==> src/rtl/twma_pkg.sv <==
package twma_pkg;

    // field widths of the words on the channels
    localparam int TIME_W    = 32;
    localparam int SAMPLE_W  = 16;
    localparam int WIN_W     = 10;
    localparam int WORD_W    = TIME_W + SAMPLE_W;
    localparam int DEPTH_DEF = 64;

    // window length after reset, in ms
    localparam logic [WIN_W-1:0] WINDOW_RESET = WIN_W'(200);

    // commands from the controller to the datapath
    typedef struct packed {
        logic load_in;
        logic rd_oldest;
        logic rd_newest;
        logic drop;
        logic replace;
        logic append;
        logic div_start;
        logic out_load;
    } t_dp_cmd;

    // status from the datapath to the controller
    typedef struct packed {
        logic count_zero;
        logic count_full;
        logic too_old;
        logic same_time;
        logic div_done;
    } t_dp_stat;

endpackage

==> src/rtl/time_window_moving_average.sv <==
// channel  | valid        | ready        | word
// ---------+--------------+--------------+----------------------------------
// input    | i_valid      | o_ready      | i_timestamp_ms, i_sample
// result   | o_valid      | i_ready      | o_mean, o_entries_held
// config   | i_cfg_valid  | o_cfg_ready  | i_cfg_data (window_ms)
//
// one word at a time; SW is the sum width (22 at depth 64). the eviction loop
// reads the oldest entry through the ring's registered read port, and the
// restoring divider yields one quotient bit per cycle. a full ring drops its
// oldest entry before the append, a same-stamp word overwrites the newest
// entry, and a ring emptied by eviction skips the newest-entry read. the next
// word can be taken in the cycle after the result is loaded. reset clears
// pointers, count and sum and sets the window to 200 ms; the ring contents
// need no clearing. a stalled result waits in the output register while the
// next word is taken in.
module time_window_moving_average
    import twma_pkg::*;
#(
    parameter int DEPTH = DEPTH_DEF
) (
    input  logic                         i_clk,
    input  logic                         i_rst_n,
    input  logic                         i_valid,
    output logic                         o_ready,
    input  logic [TIME_W-1:0]            i_timestamp_ms,
    input  logic signed [SAMPLE_W-1:0]   i_sample,
    output logic                         o_valid,
    input  logic                         i_ready,
    output logic signed [SAMPLE_W-1:0]   o_mean,
    output logic [$clog2(DEPTH+1)-1:0]   o_entries_held,
    input  logic                         i_cfg_valid,
    output logic                         o_cfg_ready,
    input  logic [WIN_W-1:0]             i_cfg_data
);

    t_dp_cmd  cmd;
    t_dp_stat stat;

    // window register takes a write at any time
    assign o_cfg_ready = 1'b1;

    twma_ctrl u_ctrl (
        .i_clk       (i_clk),
        .i_rst_n     (i_rst_n),
        .i_in_valid  (i_valid),
        .o_in_ready  (o_ready),
        .o_out_valid (o_valid),
        .i_out_ready (i_ready),
        .o_cmd       (cmd),
        .i_stat      (stat)
    );

    twma_dp #(
        .DEPTH (DEPTH)
    ) u_dp (
        .i_clk          (i_clk),
        .i_rst_n        (i_rst_n),
        .i_cmd          (cmd),
        .o_stat         (stat),
        .i_cfg_we       (i_cfg_valid & o_cfg_ready),
        .i_cfg_data     (i_cfg_data),
        .i_timestamp_ms (i_timestamp_ms),
        .i_sample       (i_sample),
        .o_mean         (o_mean),
        .o_entries_held (o_entries_held)
    );

endmodule

==> src/rtl/twma_ram.sv <==
module twma_ram #(
    parameter int WIDTH = 8,
    parameter int DEPTH = 16
) (
    input  logic                     i_clk,
    input  logic                     i_we,
    input  logic [$clog2(DEPTH)-1:0] i_waddr,
    input  logic [WIDTH-1:0]         i_wdata,
    input  logic                     i_re,
    input  logic [$clog2(DEPTH)-1:0] i_raddr,
    output logic [WIDTH-1:0]         o_rdata
);

    logic [WIDTH-1:0] r_mem [DEPTH];
    logic [WIDTH-1:0] r_rdata;

    // one write port, one registered read port
    always_ff @(posedge i_clk) begin
        if (i_we) begin
            r_mem[i_waddr] <= i_wdata;
        end
        if (i_re) begin
            r_rdata <= r_mem[i_raddr];
        end
    end

    assign o_rdata = r_rdata;

endmodule

==> src/rtl/twma_div.sv <==
module twma_div #(
    parameter int SW = 22,
    parameter int CW = 7
) (
    input  logic                 i_clk,
    input  logic                 i_rst_n,
    input  logic                 i_start,
    input  logic signed [SW-1:0] i_dividend,
    input  logic [CW-1:0]        i_divisor,
    output logic                 o_done,
    output logic signed [SW-1:0] o_quotient
);

    localparam int NW = $clog2(SW + 1);

    logic [NW-1:0] r_cnt;
    logic          r_done;
    logic          r_neg;
    logic [SW-1:0] r_quo;
    logic [CW-1:0] r_rem;
    logic [CW-1:0] r_div;

    logic [CW:0]   shifted;
    logic          fits;
    logic [CW-1:0] n_rem;

    // one restoring step: shift in the next dividend bit, subtract if it fits
    always_comb begin
        shifted = {r_rem, r_quo[SW-1]};
        fits    = shifted >= {1'b0, r_div};
        if (fits) begin
            n_rem = CW'(shifted - {1'b0, r_div});
        end else begin
            n_rem = shifted[CW-1:0];
        end
    end

    // step counter and done pulse
    always_ff @(posedge i_clk) begin
        if (!i_rst_n) begin
            r_cnt  <= '0;
            r_done <= 1'b0;
        end else begin
            r_done <= 1'b0;
            if (i_start) begin
                r_cnt <= NW'(SW);
            end else if (r_cnt != '0) begin
                r_cnt <= r_cnt - NW'(1);
                if (r_cnt == NW'(1)) begin
                    r_done <= 1'b1;
                end
            end
        end
    end

    // magnitude division, sign applied at the end
    always_ff @(posedge i_clk) begin
        if (i_start) begin
            r_neg <= i_dividend[SW-1];
            r_quo <= i_dividend[SW-1] ? SW'(-i_dividend) : SW'(i_dividend);
            r_rem <= '0;
            r_div <= i_divisor;
        end else if (r_cnt != '0) begin
            r_quo <= {r_quo[SW-2:0], fits};
            r_rem <= n_rem;
        end
    end

    assign o_done     = r_done;
    assign o_quotient = r_neg ? -$signed(r_quo) : $signed(r_quo);

endmodule

==> src/rtl/twma_dp.sv <==
module twma_dp
    import twma_pkg::*;
#(
    parameter int DEPTH = DEPTH_DEF
) (
    input  logic                         i_clk,
    input  logic                         i_rst_n,
    input  t_dp_cmd                      i_cmd,
    output t_dp_stat                     o_stat,
    input  logic                         i_cfg_we,
    input  logic [WIN_W-1:0]             i_cfg_data,
    input  logic [TIME_W-1:0]            i_timestamp_ms,
    input  logic signed [SAMPLE_W-1:0]   i_sample,
    output logic signed [SAMPLE_W-1:0]   o_mean,
    output logic [$clog2(DEPTH+1)-1:0]   o_entries_held
);

    localparam int IW = $clog2(DEPTH);
    localparam int CW = $clog2(DEPTH + 1);
    localparam int SW = SAMPLE_W + IW;

    logic [WIN_W-1:0]           r_window;
    logic [TIME_W-1:0]          r_now;
    logic signed [SAMPLE_W-1:0] r_sample;
    logic [IW-1:0]              r_oldest;
    logic [CW-1:0]              r_count;
    logic signed [SW-1:0]       r_sum;
    logic signed [SAMPLE_W-1:0] r_mean;
    logic [CW-1:0]              r_held;

    logic [WORD_W-1:0]          rdata;
    logic [TIME_W-1:0]          rtime;
    logic signed [SW-1:0]       rvalue;
    logic signed [SW-1:0]       sample_ext;
    logic [IW-1:0]              newest;
    logic [IW-1:0]              slot;
    logic [IW-1:0]              raddr;
    logic [IW-1:0]              waddr;
    logic                       div_done;
    logic signed [SW-1:0]       quotient;

    // ring position base + off, both below the depth
    function automatic logic [IW-1:0] ring_add(input logic [IW-1:0] base,
                                               input logic [IW-1:0] off);
        logic [IW:0] p;
        p = {1'b0, base} + {1'b0, off};
        if (p >= (IW+1)'(DEPTH)) begin
            p = p - (IW+1)'(DEPTH);
        end
        return p[IW-1:0];
    endfunction

    // fields of the word read back from the ring
    assign rtime      = rdata[WORD_W-1:SAMPLE_W];
    assign rvalue     = {{IW{rdata[SAMPLE_W-1]}}, rdata[SAMPLE_W-1:0]};
    assign sample_ext = {{IW{r_sample[SAMPLE_W-1]}}, r_sample};

    // ring positions of the newest entry and of the next free slot
    assign newest = ring_add(r_oldest, IW'(r_count - CW'(1)));
    assign slot   = ring_add(r_oldest, r_count[IW-1:0]);
    assign raddr  = i_cmd.rd_newest ? newest : r_oldest;
    assign waddr  = i_cmd.replace ? newest : slot;

    twma_ram #(
        .WIDTH (WORD_W),
        .DEPTH (DEPTH)
    ) u_ring (
        .i_clk   (i_clk),
        .i_we    (i_cmd.replace | i_cmd.append),
        .i_waddr (waddr),
        .i_wdata ({r_now, r_sample}),
        .i_re    (i_cmd.rd_oldest | i_cmd.rd_newest),
        .i_raddr (raddr),
        .o_rdata (rdata)
    );

    twma_div #(
        .SW (SW),
        .CW (CW)
    ) u_div (
        .i_clk      (i_clk),
        .i_rst_n    (i_rst_n),
        .i_start    (i_cmd.div_start),
        .i_dividend (r_sum),
        .i_divisor  (r_count),
        .o_done     (div_done),
        .o_quotient (quotient)
    );

    // status back to the controller
    always_comb begin
        o_stat.count_zero = r_count == '0;
        o_stat.count_full = r_count == CW'(DEPTH);
        o_stat.too_old    = ({1'b0, rtime} + (TIME_W+1)'(r_window)) < {1'b0, r_now};
        o_stat.same_time  = rtime == r_now;
        o_stat.div_done   = div_done;
    end

    // window register and ring bookkeeping
    always_ff @(posedge i_clk) begin
        if (!i_rst_n) begin
            r_window <= WINDOW_RESET;
            r_oldest <= '0;
            r_count  <= '0;
            r_sum    <= '0;
        end else begin
            if (i_cfg_we) begin
                r_window <= i_cfg_data;
            end
            if (i_cmd.drop) begin
                r_sum    <= r_sum - rvalue;
                r_oldest <= ring_add(r_oldest, IW'(1));
                r_count  <= r_count - CW'(1);
            end else if (i_cmd.replace) begin
                r_sum <= r_sum - rvalue + sample_ext;
            end else if (i_cmd.append) begin
                r_sum   <= r_sum + sample_ext;
                r_count <= r_count + CW'(1);
            end
        end
    end

    // input capture and output word
    always_ff @(posedge i_clk) begin
        if (i_cmd.load_in) begin
            r_now    <= i_timestamp_ms;
            r_sample <= i_sample;
        end
        if (i_cmd.out_load) begin
            r_mean <= quotient[SAMPLE_W-1:0];
            r_held <= r_count;
        end
    end

    assign o_mean         = r_mean;
    assign o_entries_held = r_held;

endmodule

==> src/rtl/twma_ctrl.sv <==
module twma_ctrl
    import twma_pkg::*;
(
    input  logic     i_clk,
    input  logic     i_rst_n,
    input  logic     i_in_valid,
    output logic     o_in_ready,
    output logic     o_out_valid,
    input  logic     i_out_ready,
    output t_dp_cmd  o_cmd,
    input  t_dp_stat i_stat
);

    typedef enum logic [3:0] {
        S_IDLE,
        S_EV_RD,
        S_EV_CMP,
        S_NW_RD,
        S_NW_CMP,
        S_FL_RD,
        S_FL_CMP,
        S_APPEND,
        S_DIV_GO,
        S_DIV_WAIT,
        S_OUT
    } t_state;

    t_state r_state;
    t_state n_state;
    logic   r_out_valid;
    logic   out_free;

    assign out_free = !r_out_valid || i_out_ready;

    // next state and datapath commands
    always_comb begin
        n_state = r_state;
        o_cmd   = '0;
        unique case (r_state)
            S_IDLE: begin
                if (i_in_valid) begin
                    o_cmd.load_in = 1'b1;
                    n_state       = S_EV_RD;
                end
            end
            S_EV_RD: begin
                if (i_stat.count_zero) begin
                    n_state = S_NW_RD;
                end else begin
                    o_cmd.rd_oldest = 1'b1;
                    n_state         = S_EV_CMP;
                end
            end
            S_EV_CMP: begin
                if (i_stat.too_old) begin
                    o_cmd.drop = 1'b1;
                    n_state    = S_EV_RD;
                end else begin
                    n_state = S_NW_RD;
                end
            end
            S_NW_RD: begin
                if (i_stat.count_zero) begin
                    n_state = S_APPEND;
                end else begin
                    o_cmd.rd_newest = 1'b1;
                    n_state         = S_NW_CMP;
                end
            end
            S_NW_CMP: begin
                priority if (i_stat.same_time) begin
                    o_cmd.replace = 1'b1;
                    n_state       = S_DIV_GO;
                end else if (i_stat.count_full) begin
                    n_state = S_FL_RD;
                end else begin
                    n_state = S_APPEND;
                end
            end
            S_FL_RD: begin
                o_cmd.rd_oldest = 1'b1;
                n_state         = S_FL_CMP;
            end
            S_FL_CMP: begin
                o_cmd.drop = 1'b1;
                n_state    = S_APPEND;
            end
            S_APPEND: begin
                o_cmd.append = 1'b1;
                n_state      = S_DIV_GO;
            end
            S_DIV_GO: begin
                o_cmd.div_start = 1'b1;
                n_state         = S_DIV_WAIT;
            end
            S_DIV_WAIT: begin
                if (i_stat.div_done) begin
                    n_state = S_OUT;
                end
            end
            S_OUT: begin
                if (out_free) begin
                    o_cmd.out_load = 1'b1;
                    n_state        = S_IDLE;
                end
            end
            default: begin
                n_state = S_IDLE;
            end
        endcase
    end

    // state and output valid
    always_ff @(posedge i_clk) begin
        if (!i_rst_n) begin
            r_state     <= S_IDLE;
            r_out_valid <= 1'b0;
        end else begin
            r_state <= n_state;
            if (o_cmd.out_load) begin
                r_out_valid <= 1'b1;
            end else if (i_out_ready) begin
                r_out_valid <= 1'b0;
            end
        end
    end

    assign o_in_ready  = r_state == S_IDLE;
    assign o_out_valid = r_out_valid;

endmodule
==> config.mk <==
export PLATFORM = sky130hd
export DESIGN_NAME = time_window_moving_average
export DESIGN_NICKNAME = d
export VERILOG_FILES = /design/src/rtl/twma_pkg.sv /design/src/rtl/time_window_moving_average.sv /design/src/rtl/twma_ram.sv /design/src/rtl/twma_div.sv /design/src/rtl/twma_dp.sv /design/src/rtl/twma_ctrl.sv
export SDC_FILE = /design/constraint.sdc
export NUM_CORES = 2
export LEC_CHECK = 0
export BUFFER_PORTS_ARGS = -buffer_cell sky130_fd_sc_hd__buf_2
export CAP_MARGIN = 20
export CORE_ASPECT_RATIO = 0.5
export CORE_MARGIN = 5
export CORE_UTILIZATION = 35
export DETAILED_ROUTE_END_ITERATION = 10
export PLACE_DENSITY_LB_ADDON = 0.25
export SETUP_SLACK_MARGIN = 0.1
export SYNTH_ARGS = -nofsm -noshare
export SYNTH_HDL_FRONTEND = slang
export SYNTH_SLANG_ARGS = --single-unit
export TNS_END_PERCENT = 50
==> constraint.sdc <==
create_clock -name i_clk -period 5.4 [get_ports i_clk]
set_input_delay 1.08 -clock i_clk [delete_from_list [all_inputs] [get_ports i_clk]]
set_output_delay 1.08 -clock i_clk [all_outputs]
set_load 0.005 [all_outputs]
==> After elaboration in Yosys (flattened, before gate mapping) <==
Memory sizes are Yosys's and may differ from the RTL's. A register that Yosys moved wholly into a read port is not among the register bits.
Cells that the tools add are included.
{ "totals": {"regBits": 164, "ram_bits": 3072, "input_bits": 63, "output_inout_bits": 26, "n_memories": 1} }
{ "op_classes": {"add_sub_neg": 16, "n_lt_le_gt_ge": 5, "n_eq_ne": 17, "muxes": 45, "n_bitwise": 4, "reduce_logical": 13} }
{ "memory_table": {"columns": ["memory", "depth", "word_bits", "rd", "rd_clocked_by_memory_dff", "write_ports", "line_no", "source"], "rows": [
  ["u_dp.u_ring.r_mem", 64, 48, 1, 1, 1, "twma_ram.sv:14", "logic [WIDTH-1:0] r_mem [DEPTH];"]
]} }
{ "op_table": {"columns": ["cell", "count"], "rows": [
  ["22-bit two-way mux", 6],
  ["22-bit by 16-bit adder with 22-bit output", 2],
  ["4-bit one-hot mux with 11 select lines", 1],
  ["32-bit by 10-bit adder with 33-bit output", 1],
  ["33-bit by 32-bit < comparator with 1-bit output", 1],
  ["32-bit == test", 1],
  ["6-bit two-way mux", 5],
  ["7-bit two-way mux", 4],
  ["22-bit negation", 1],
  ["22-bit by 16-bit subtractor with 22-bit output", 1],
  ["7-bit >= comparator, second input constant", 3],
  ["6-bit by 1-bit subtractor with 6-bit output, second input constant", 3],
  ["1-bit two-way mux", 17],
  ["4-bit by 3-bit == test with 1-bit output, second input constant", 4],
  ["16-bit two-way mux", 1],
  ["4-bit two-way mux", 4],
  ["16-bit negation", 1],
  ["6-bit by 6-bit adder with 7-bit output", 2],
  ["4-bit == test, second input constant", 3],
  ["5-bit two-way mux", 2],
  ["4-bit by 2-bit == test with 1-bit output, second input constant", 2],
  ["8-bit by 7-bit >= comparator with 1-bit output", 1],
  ["6-bit by 1-bit adder with 7-bit output, second input constant", 1],
  ["7-bit by 1-bit adder with 7-bit output, second input constant", 1],
  ["23 further kinds", 32]
]} }

==> Longest topological paths before layout <==
{ "depth": {"depth_word": 6, "depth_mapped": 24, "mapped_depth_nobuf": 23} }

==> Cells and area by module <==
Synthesis repeated with hierarchy kept, for this count alone.
{ "unflattened": {"hier_cells": 6307, "area_unflattened_um2": 129999.7} }
{ "by_module_without_submodules": {"columns": ["mod", "instances", "cells_each", "area_per_inst_um2", "seq_area_each_um2"], "rows": [
  ["twma_ram", 1, 4970, 117597.8, 93689.9],
  ["twma_dp", 1, 956, 8914.8, 3032.9],
  ["twma_div", 1, 319, 3011.6, 1161.1],
  ["twma_ctrl", 1, 60, 464.2, 100.1],
  ["time_window_moving_average", 1, 2, 11.3, 0.0]
]} }

==> Least setup slack after synthesis <==
Ideal clock, no wire load.
{ "synth_timing": {"path_kind": "flip-flop to flip-flop", "startpoint": "register u_dp.r_now[11]", "endpoint": "memory u_dp.u_ring.r_mem[24][0] in the netlist's numbering, enable pin", "setup_time_ns": 0.454, "arrival_time_ns": 5.014, "required_ns": 4.946, "path_slack_ns": -0.068, "stages_incl_launch_ff": 13, "period_less_slack_ns": 5.468, "path_cell_list": "edfxtp_1 xnor2_1 nand4_1 nor4_1 nand2_1 or2_2 clkbuf_1 clkbuf_1 nand2_1 o21ai_0 nor2b_1 nand2_1 nor2_1"} }
{ "synth_between": {"elab_chain_len": 6, "elab_cells_between_ends": 7, "classes_between": "eq/ne: 1; mux: 5; bitwise: 1"} }
{ "synth_lines": {"columns": ["element", "line_no", "source"], "rows": [
  ["start: declaration", "twma_dp.sv:23", "logic [TIME_W-1:0] r_now;"],
  ["start signal: assignment", "twma_dp.sv:126", "r_now <= i_timestamp_ms;"],
  ["32-bit == test (*)", "twma_dp.sv:95", "o_stat.same_time = rtime == r_now;"],
  ["1-bit two-way mux (*)", "twma_ctrl.sv:71", "priority if (i_stat.same_time) begin"],
  ["1-bit two-way mux (*)", "twma_ctrl.sv:39", "unique case (r_state)"],
  ["1-bit bitwise OR", "twma_dp.sv:69", ".i_we (i_cmd.replace | i_cmd.append),"],
  ["1-bit two-way mux", "twma_ram.sv:19", "if (i_we) begin"],
  ["1-bit two-way mux (implied by the code)", "twma_ram.sv:20", "r_mem[i_waddr] <= i_wdata;"],
  ["end: declaration", "twma_ram.sv:14", null]
]} }
Mark *: on every way between the ends. The rest lies on a longest branch, timed or not.

==> Worst setup path after layout <==
{ "layout_timing": {"startpoint": "register u_dp.u_ring.r_rdata[17] (netlist: u_dp.u_ring.o_rdata[17]) (read register of u_dp.u_ring.r_mem)", "endpoint": "register u_dp.r_sum[21]"} }
{ "layout_between": {"elab_chain_len": 5, "elab_cells_between_ends": 10, "classes_between": "add/sub: 1; order compare: 1; eq/ne: 1; mux: 6; reduce/logical: 1"} }
{ "layout_lines": {"columns": ["element", "line_no", "source"], "rows": [
  ["start: declaration", "twma_ram.sv:15", "logic [WIDTH-1:0] r_rdata;"],
  ["32-bit by 10-bit adder with 33-bit output or 32-bit == test (tied branches)", "twma_dp.sv:94, twma_dp.sv:95", null],
  ["33-bit by 32-bit < comparator with 1-bit output or 1-bit two-way mux (tied branches)", "twma_dp.sv:94, twma_ctrl.sv:71", null],
  ["1-bit two-way mux, on equally long branches", "twma_ctrl.sv:55, twma_ctrl.sv:39", null],
  ["1-bit one-hot mux with 2 select lines or 22-bit two-way mux (tied branches)", "twma_ctrl.sv:39, twma_dp.sv:114", null],
  ["3-bit nonzero test (no line) or 22-bit two-way mux (tied branches)", null, null],
  ["end signal: assignment", "twma_dp.sv:111", "r_sum <= r_sum - rvalue;"],
  ["end signal: assignment", "twma_dp.sv:115", "r_sum <= r_sum - rvalue + sample_ext;"],
  ["end signal: assignment", "twma_dp.sv:117", "r_sum <= r_sum + sample_ext;"],
  ["end: declaration", "twma_dp.sv:27", "logic signed [SW-1:0] r_sum;"]
]} }
Several ways; a longest one is shown, not always the timed one.
A chain may end at the register's enable or synchronous reset.

==> key figures <==
Status
  – Outcome: complete, no violations

Setup path
  – CP Data Arrival Time: roughly 6000 ps
  – FF-to-FF End: u_dp.r_sum[21]$_SDFFE_PN0P_
  – Critical path fanouts, max: 9
  – Path depth of the worst reg2reg path: 22
  – Slowest cell on crit path: edfxtp_1
  – Setup Crit Path Kind: register to register
  – Cell mode on critical path: buf_4
  – Startpoint types: register
  – Crit path capture type: register
  – Worst path required time: slightly above 6000 ps
  – WP buf/inv: 5
  – Family with the most delay on the worst path: compound AO/OA/AOI/OAI gates
  – Worst reg2reg path startpoint: u_dp.u_ring.o_rdata[17]$_DFFE_PP_
  – Worst path max stage delay: about 470 ps
  – R2R setup slack: roughly 290 ps
  – Crit path cell chain: xnor2_1, buf_4, nand4_1, nor4_2, buf_4, nand2_2, buf_12, or2_4, mux2_2, ha_1, buf_4, o211a_1, a211oi_2, buf_4, o31ai_1, o31a_1, a211o_1, a21oi_2, xnor2_1, xnor3_1, o22a_1, a31oi_1

Synthesis
  – Sequential element share of the synthesized area: 0.741
  – Top cells by area, synth: edfxtp_1 (73%), nand2_1 (8.1%), nand3_1 (4.5%)
  – Number of synthesized flops with an enable pin: ~3200
  – Ys async rst share: 0
  – Post-Synthesis Cells: ~10000
  – Yosys top cell area share: 0.731
  – Synth Warn #: 0
  – Yosys reg bits: 3284
  – Post-Syn Area: between 100000 and 150000 sq um
  – Syn Nets: roughly 10000
  – Post-synth cell types: between 70 and 80
  – Yosys top cell by area: edfxtp_1
  – Most used flip-flop cell after synthesis: edfxtp_1
  – Mapped Avg Cell Area: roughly 13 sq um

Worst hold path
  – Min-Delay Path Depth: 1
  – Min-delay src: i_sample[0]
  – HP Class: input pin to register
  – Worst Hold End: u_dp.r_sample[0]$_DFFE_PP_

Power
  – Power Dens Cells: 374 nW/um^2
  – Combinational power share: 0.108
  – Seq pwr share: 0.505
  – Switching power: 14.4 mW
  – Clock network fraction of design power: 0.388
  – Pint: 42.8 mW
  – VDD IR-drop max: 0.243 mV
  – Sw Share: 0.251
  – Leak Pwr: around 52 nW

Drt
  – Total iterations of the first detailed-routing run: 6
  – Post-route ant nets: 0
  – Vias/cell: 5.52
  – # DRC: 0
  – WL final: 445000 um
  – Via count: between 80000 and 90000
  – DR iter-0 viols: between 10000 and 15000
  – Routed wire per std cell: 28.6 um

GRT
  – Antenna violations before repair: 31
  – Largest net degree at the start of global routing: between 100 and 150
  – Total gr overflow: 0
  – Vias in the first global route: 79909
  – First-pass GRT wire length: between 600000 and 700000 um
  – GRT Total Usage: 0.220

Floorplanning
  – Initial Utilization: 0.352
  – I/O pins: 89
  – Die W: between 800 and 900 um
  – Die H: about 440 um
  – Core footprint: 376000 sq um
  – DIE AREA: between 300000 and 400000 sq um
  – # rows: around 160

CTS
  – Clock Tree Root: clkbuf_16
  – CTS Buffer Depth: 4
  – Clock Latency Late Sink: 900 ps
  – Clk slew on worst S/H paths: around 70 ps
  – CTS tree: done
  – CTS Buf Count: around 320
  – Clock sink count: ~3300
  – H-tree depth: 5

Final layout
  – Final Instance Area: 153000 sq um
  – Nets: between 10000 and 15000
  – # fillers: around 35000
  – Syn-to-layout area delta: 15.6%
  – Commonest non-fill, non-tap cells in the layout: edfxtp_1 (3221), nand2_1 (2870), nand3_1 (1177), nand4_1 (405), buf_4 (331)
  – Ratio of cells with drive above 1 in the final layout: 0.109
  – Non-filler cells, final: about 16000
  – Leading cell type in the layout, fill and taps excluded: edfxtp_1

Placed design
  – Port Buffer Count: 87
  – Placed cells: between 10000 and 15000
  – Dpl cell area: ~140000 sq um
  – Placer Congestion: approximately 0.85
  – DP HPWL: about 260000 um

STA
  – Min Tclk post-route: 5110 ps
  – WHS: 377 ps
  – Unrepaired setup endpoints after global routing: yes
  – Fin Clk Skew: ~56 ps
  – Final Slew Violations: 0
  – Slew margin rel.: 0.198
  – Least-Margin Pin Slew: between 1000 and 1500 ps
  – Final setup TNS: 0 ps
  – Final setup fails: 0
  – FMAX: about 0.2 GHz
  – Period utilisation layout: 0.947
  – Final hold violation count: 0

Run
  – Max-cap violations: 0
## stage by stage
step,utilization,total power [mW],setup slack (ps)
final,0.407,57.2,287
after global routing,0.407,59.1,36.1
after CTS,0.406,57.5,110
after detailed placement,0.380,35.5,-276
after global placement,0.380,35.5,-245
after floorplan,-,33.1,-67.6
## flip-flops by register name, summed over array words and instances, names as in the netlist
signal / flops
u_dp.u_div.r_quo: 22
u_dp.r_sum: 22
u_dp.r_sample: 16
u_dp.u_div.o_done: 1
u_dp.o_mean: 16
u_dp.u_ring.o_rdata: 48
u_dp.o_entries_held: 7
u_dp.u_div.r_div: 7
u_dp.u_div.r_neg: 1
u_dp.u_div.r_cnt: 5
u_ctrl.o_out_valid: 1
u_dp.u_div.r_rem: 7
u_dp.r_now: 32
u_ctrl.r_state: 4
u_dp.r_oldest: 6
u_dp.r_count: 7
u_dp.r_window: 10
u_dp.u_ring.r_mem: 3072
## power by group through the flow
stage | Combinational, mW | Clock, mW | Sequential, mW
floorplan | 3.56 | 0 | 29.5
global placement | 6.07 | 0 | 29.4
detailed placement | 6.09 | 0 | 29.4
CTS | 6.12 | 22.5 | 28.9
global route | 6.72 | 23.5 | 28.9
finish | 6.15 | 22.2 | 28.9
## synth_stat cells, types with 5 or more instances
| master | number |
|---|---|
| nand2b_1 | 19 |
| o211ai_1 | 5 |
| nor4_1 | 8 |
| o21ai_0 | 221 |
| nand3b_1 | 6 |
| clkbuf_1 | 205 |
| nor2b_1 | 16 |
| xor2_1 | 46 |
| o21bai_1 | 16 |
| a211oi_1 | 19 |
| buf_2 | 328 |
| a21o_1 | 19 |
| nand4_1 | 405 |
| a32oi_1 | 192 |
| a22oi_1 | 99 |
| o21ai_1 | 64 |
| a21oi_1 | 82 |
| and3_1 | 9 |
| o31ai_1 | 16 |
| edfxtp_1 | 3221 |
| nor3_1 | 31 |
| fa_1 | 6 |
| mux2i_1 | 207 |
| mux2_2 | 22 |
| or3_1 | 12 |
| buf_1 | 37 |
| nand3_1 | 1177 |
| inv_1 | 91 |
| nand2_1 | 2871 |
| o21a_1 | 10 |
| nor2_1 | 157 |
| buf_4 | 24 |
| a31oi_1 | 9 |
| dfxtp_1 | 63 |
| xnor2_1 | 113 |
| ha_1 | 108 |
| and2_1 | 10 |
## kinds of logic after synthesis
logic type | after synthesis | share of synthesized area
DFF | 3284 | 0.741
and+or+nand+nor | 4744 | 0.156
AOI/OAI and AO/OA | 788 | 0.0400
xor gates and xnor gates | 160 | 0.0107
other | 1 | 0.0000284
muxes | 230 | 0.0177
adders and majority gates | 114 | 0.0111
buffers and inverters | 687 | 0.0234
## worst register-to-register path, stage by stage (launching register included)
cell	delay, ps
edfxtp_1	470
xnor2_1	220
buf_4	160
nand4_1	130
nor4_2	320
buf_4	150
nand2_2	150
buf_12	220
or2_4	290
mux2_2	290
ha_1	340
buf_4	180
o211a_1	130
a211oi_2	220
buf_4	150
o31ai_1	60
o31a_1	260
a211o_1	310
a21oi_2	170
xnor2_1	170
xnor3_1	250
o22a_1	180
a31oi_1	160
## what timing repair did
| action | 4_1_cts | 5_1_grt |
|---|---|---|
| gates resized for setup | 5 | 22 |
| pin swaps | 0 | 6 |
| hold buffers | 0 | 0 |
| endpoints found under the setup margin | 36 | 35 |
| buffers inserted | 0 | 3 |
## worst max-delay path by stage
stage	start	end	slack, ps	depth (start not counted)
CTS	u_dp.u_ring.o_rdata[17]$_DFFE_PP_	u_dp.r_sum[21]$_SDFFE_PN0P_	110	21
global route	u_dp.r_sum[5]$_SDFFE_PN0P_	u_dp.r_sum[21]$_SDFFE_PN0P_	40	21
finish	u_dp.u_ring.o_rdata[17]$_DFFE_PP_	u_dp.r_sum[21]$_SDFFE_PN0P_	290	22
detailed placement	u_dp.u_ring.o_rdata[16]$_DFFE_PP_	u_dp.r_oldest[4]$_SDFFE_PN0P_	-280	20
floorplan	u_dp.r_now[11]$_DFFE_PP_	u_dp.u_ring.r_mem[24][0]$_DFFE_PP_	-70	12
global placement	u_dp.u_ring.o_rdata[16]$_DFFE_PP_	u_dp.r_oldest[4]$_SDFFE_PN0P_	-250	20
## area by class of cell
type / count / area, sq um / share of cell area
well taps: 4991 / 6240 / 0.0409
repair buffers: 591 / 6380 / 0.0418
multi-input cells: 6037 / 31900 / 0.209
inverters: 91 / 342 / 0.00223
clock inverters: 175 / 1640 / 0.0107
clock buffers: 387 / 8340 / 0.0546
diodes: 16 / 40.0 / 0.000262
flip-flops and latches: 3284 / 98000 / 0.641
## routing by layer
layer	global-route usage	part of all wire
met1	0.330	0.44
met3	0.0371	0.088
met5	0	0.000029
met2	0.333	0.44
met4	0.0547	0.026
Note: power is estimated with default switching activity, not from simulation.
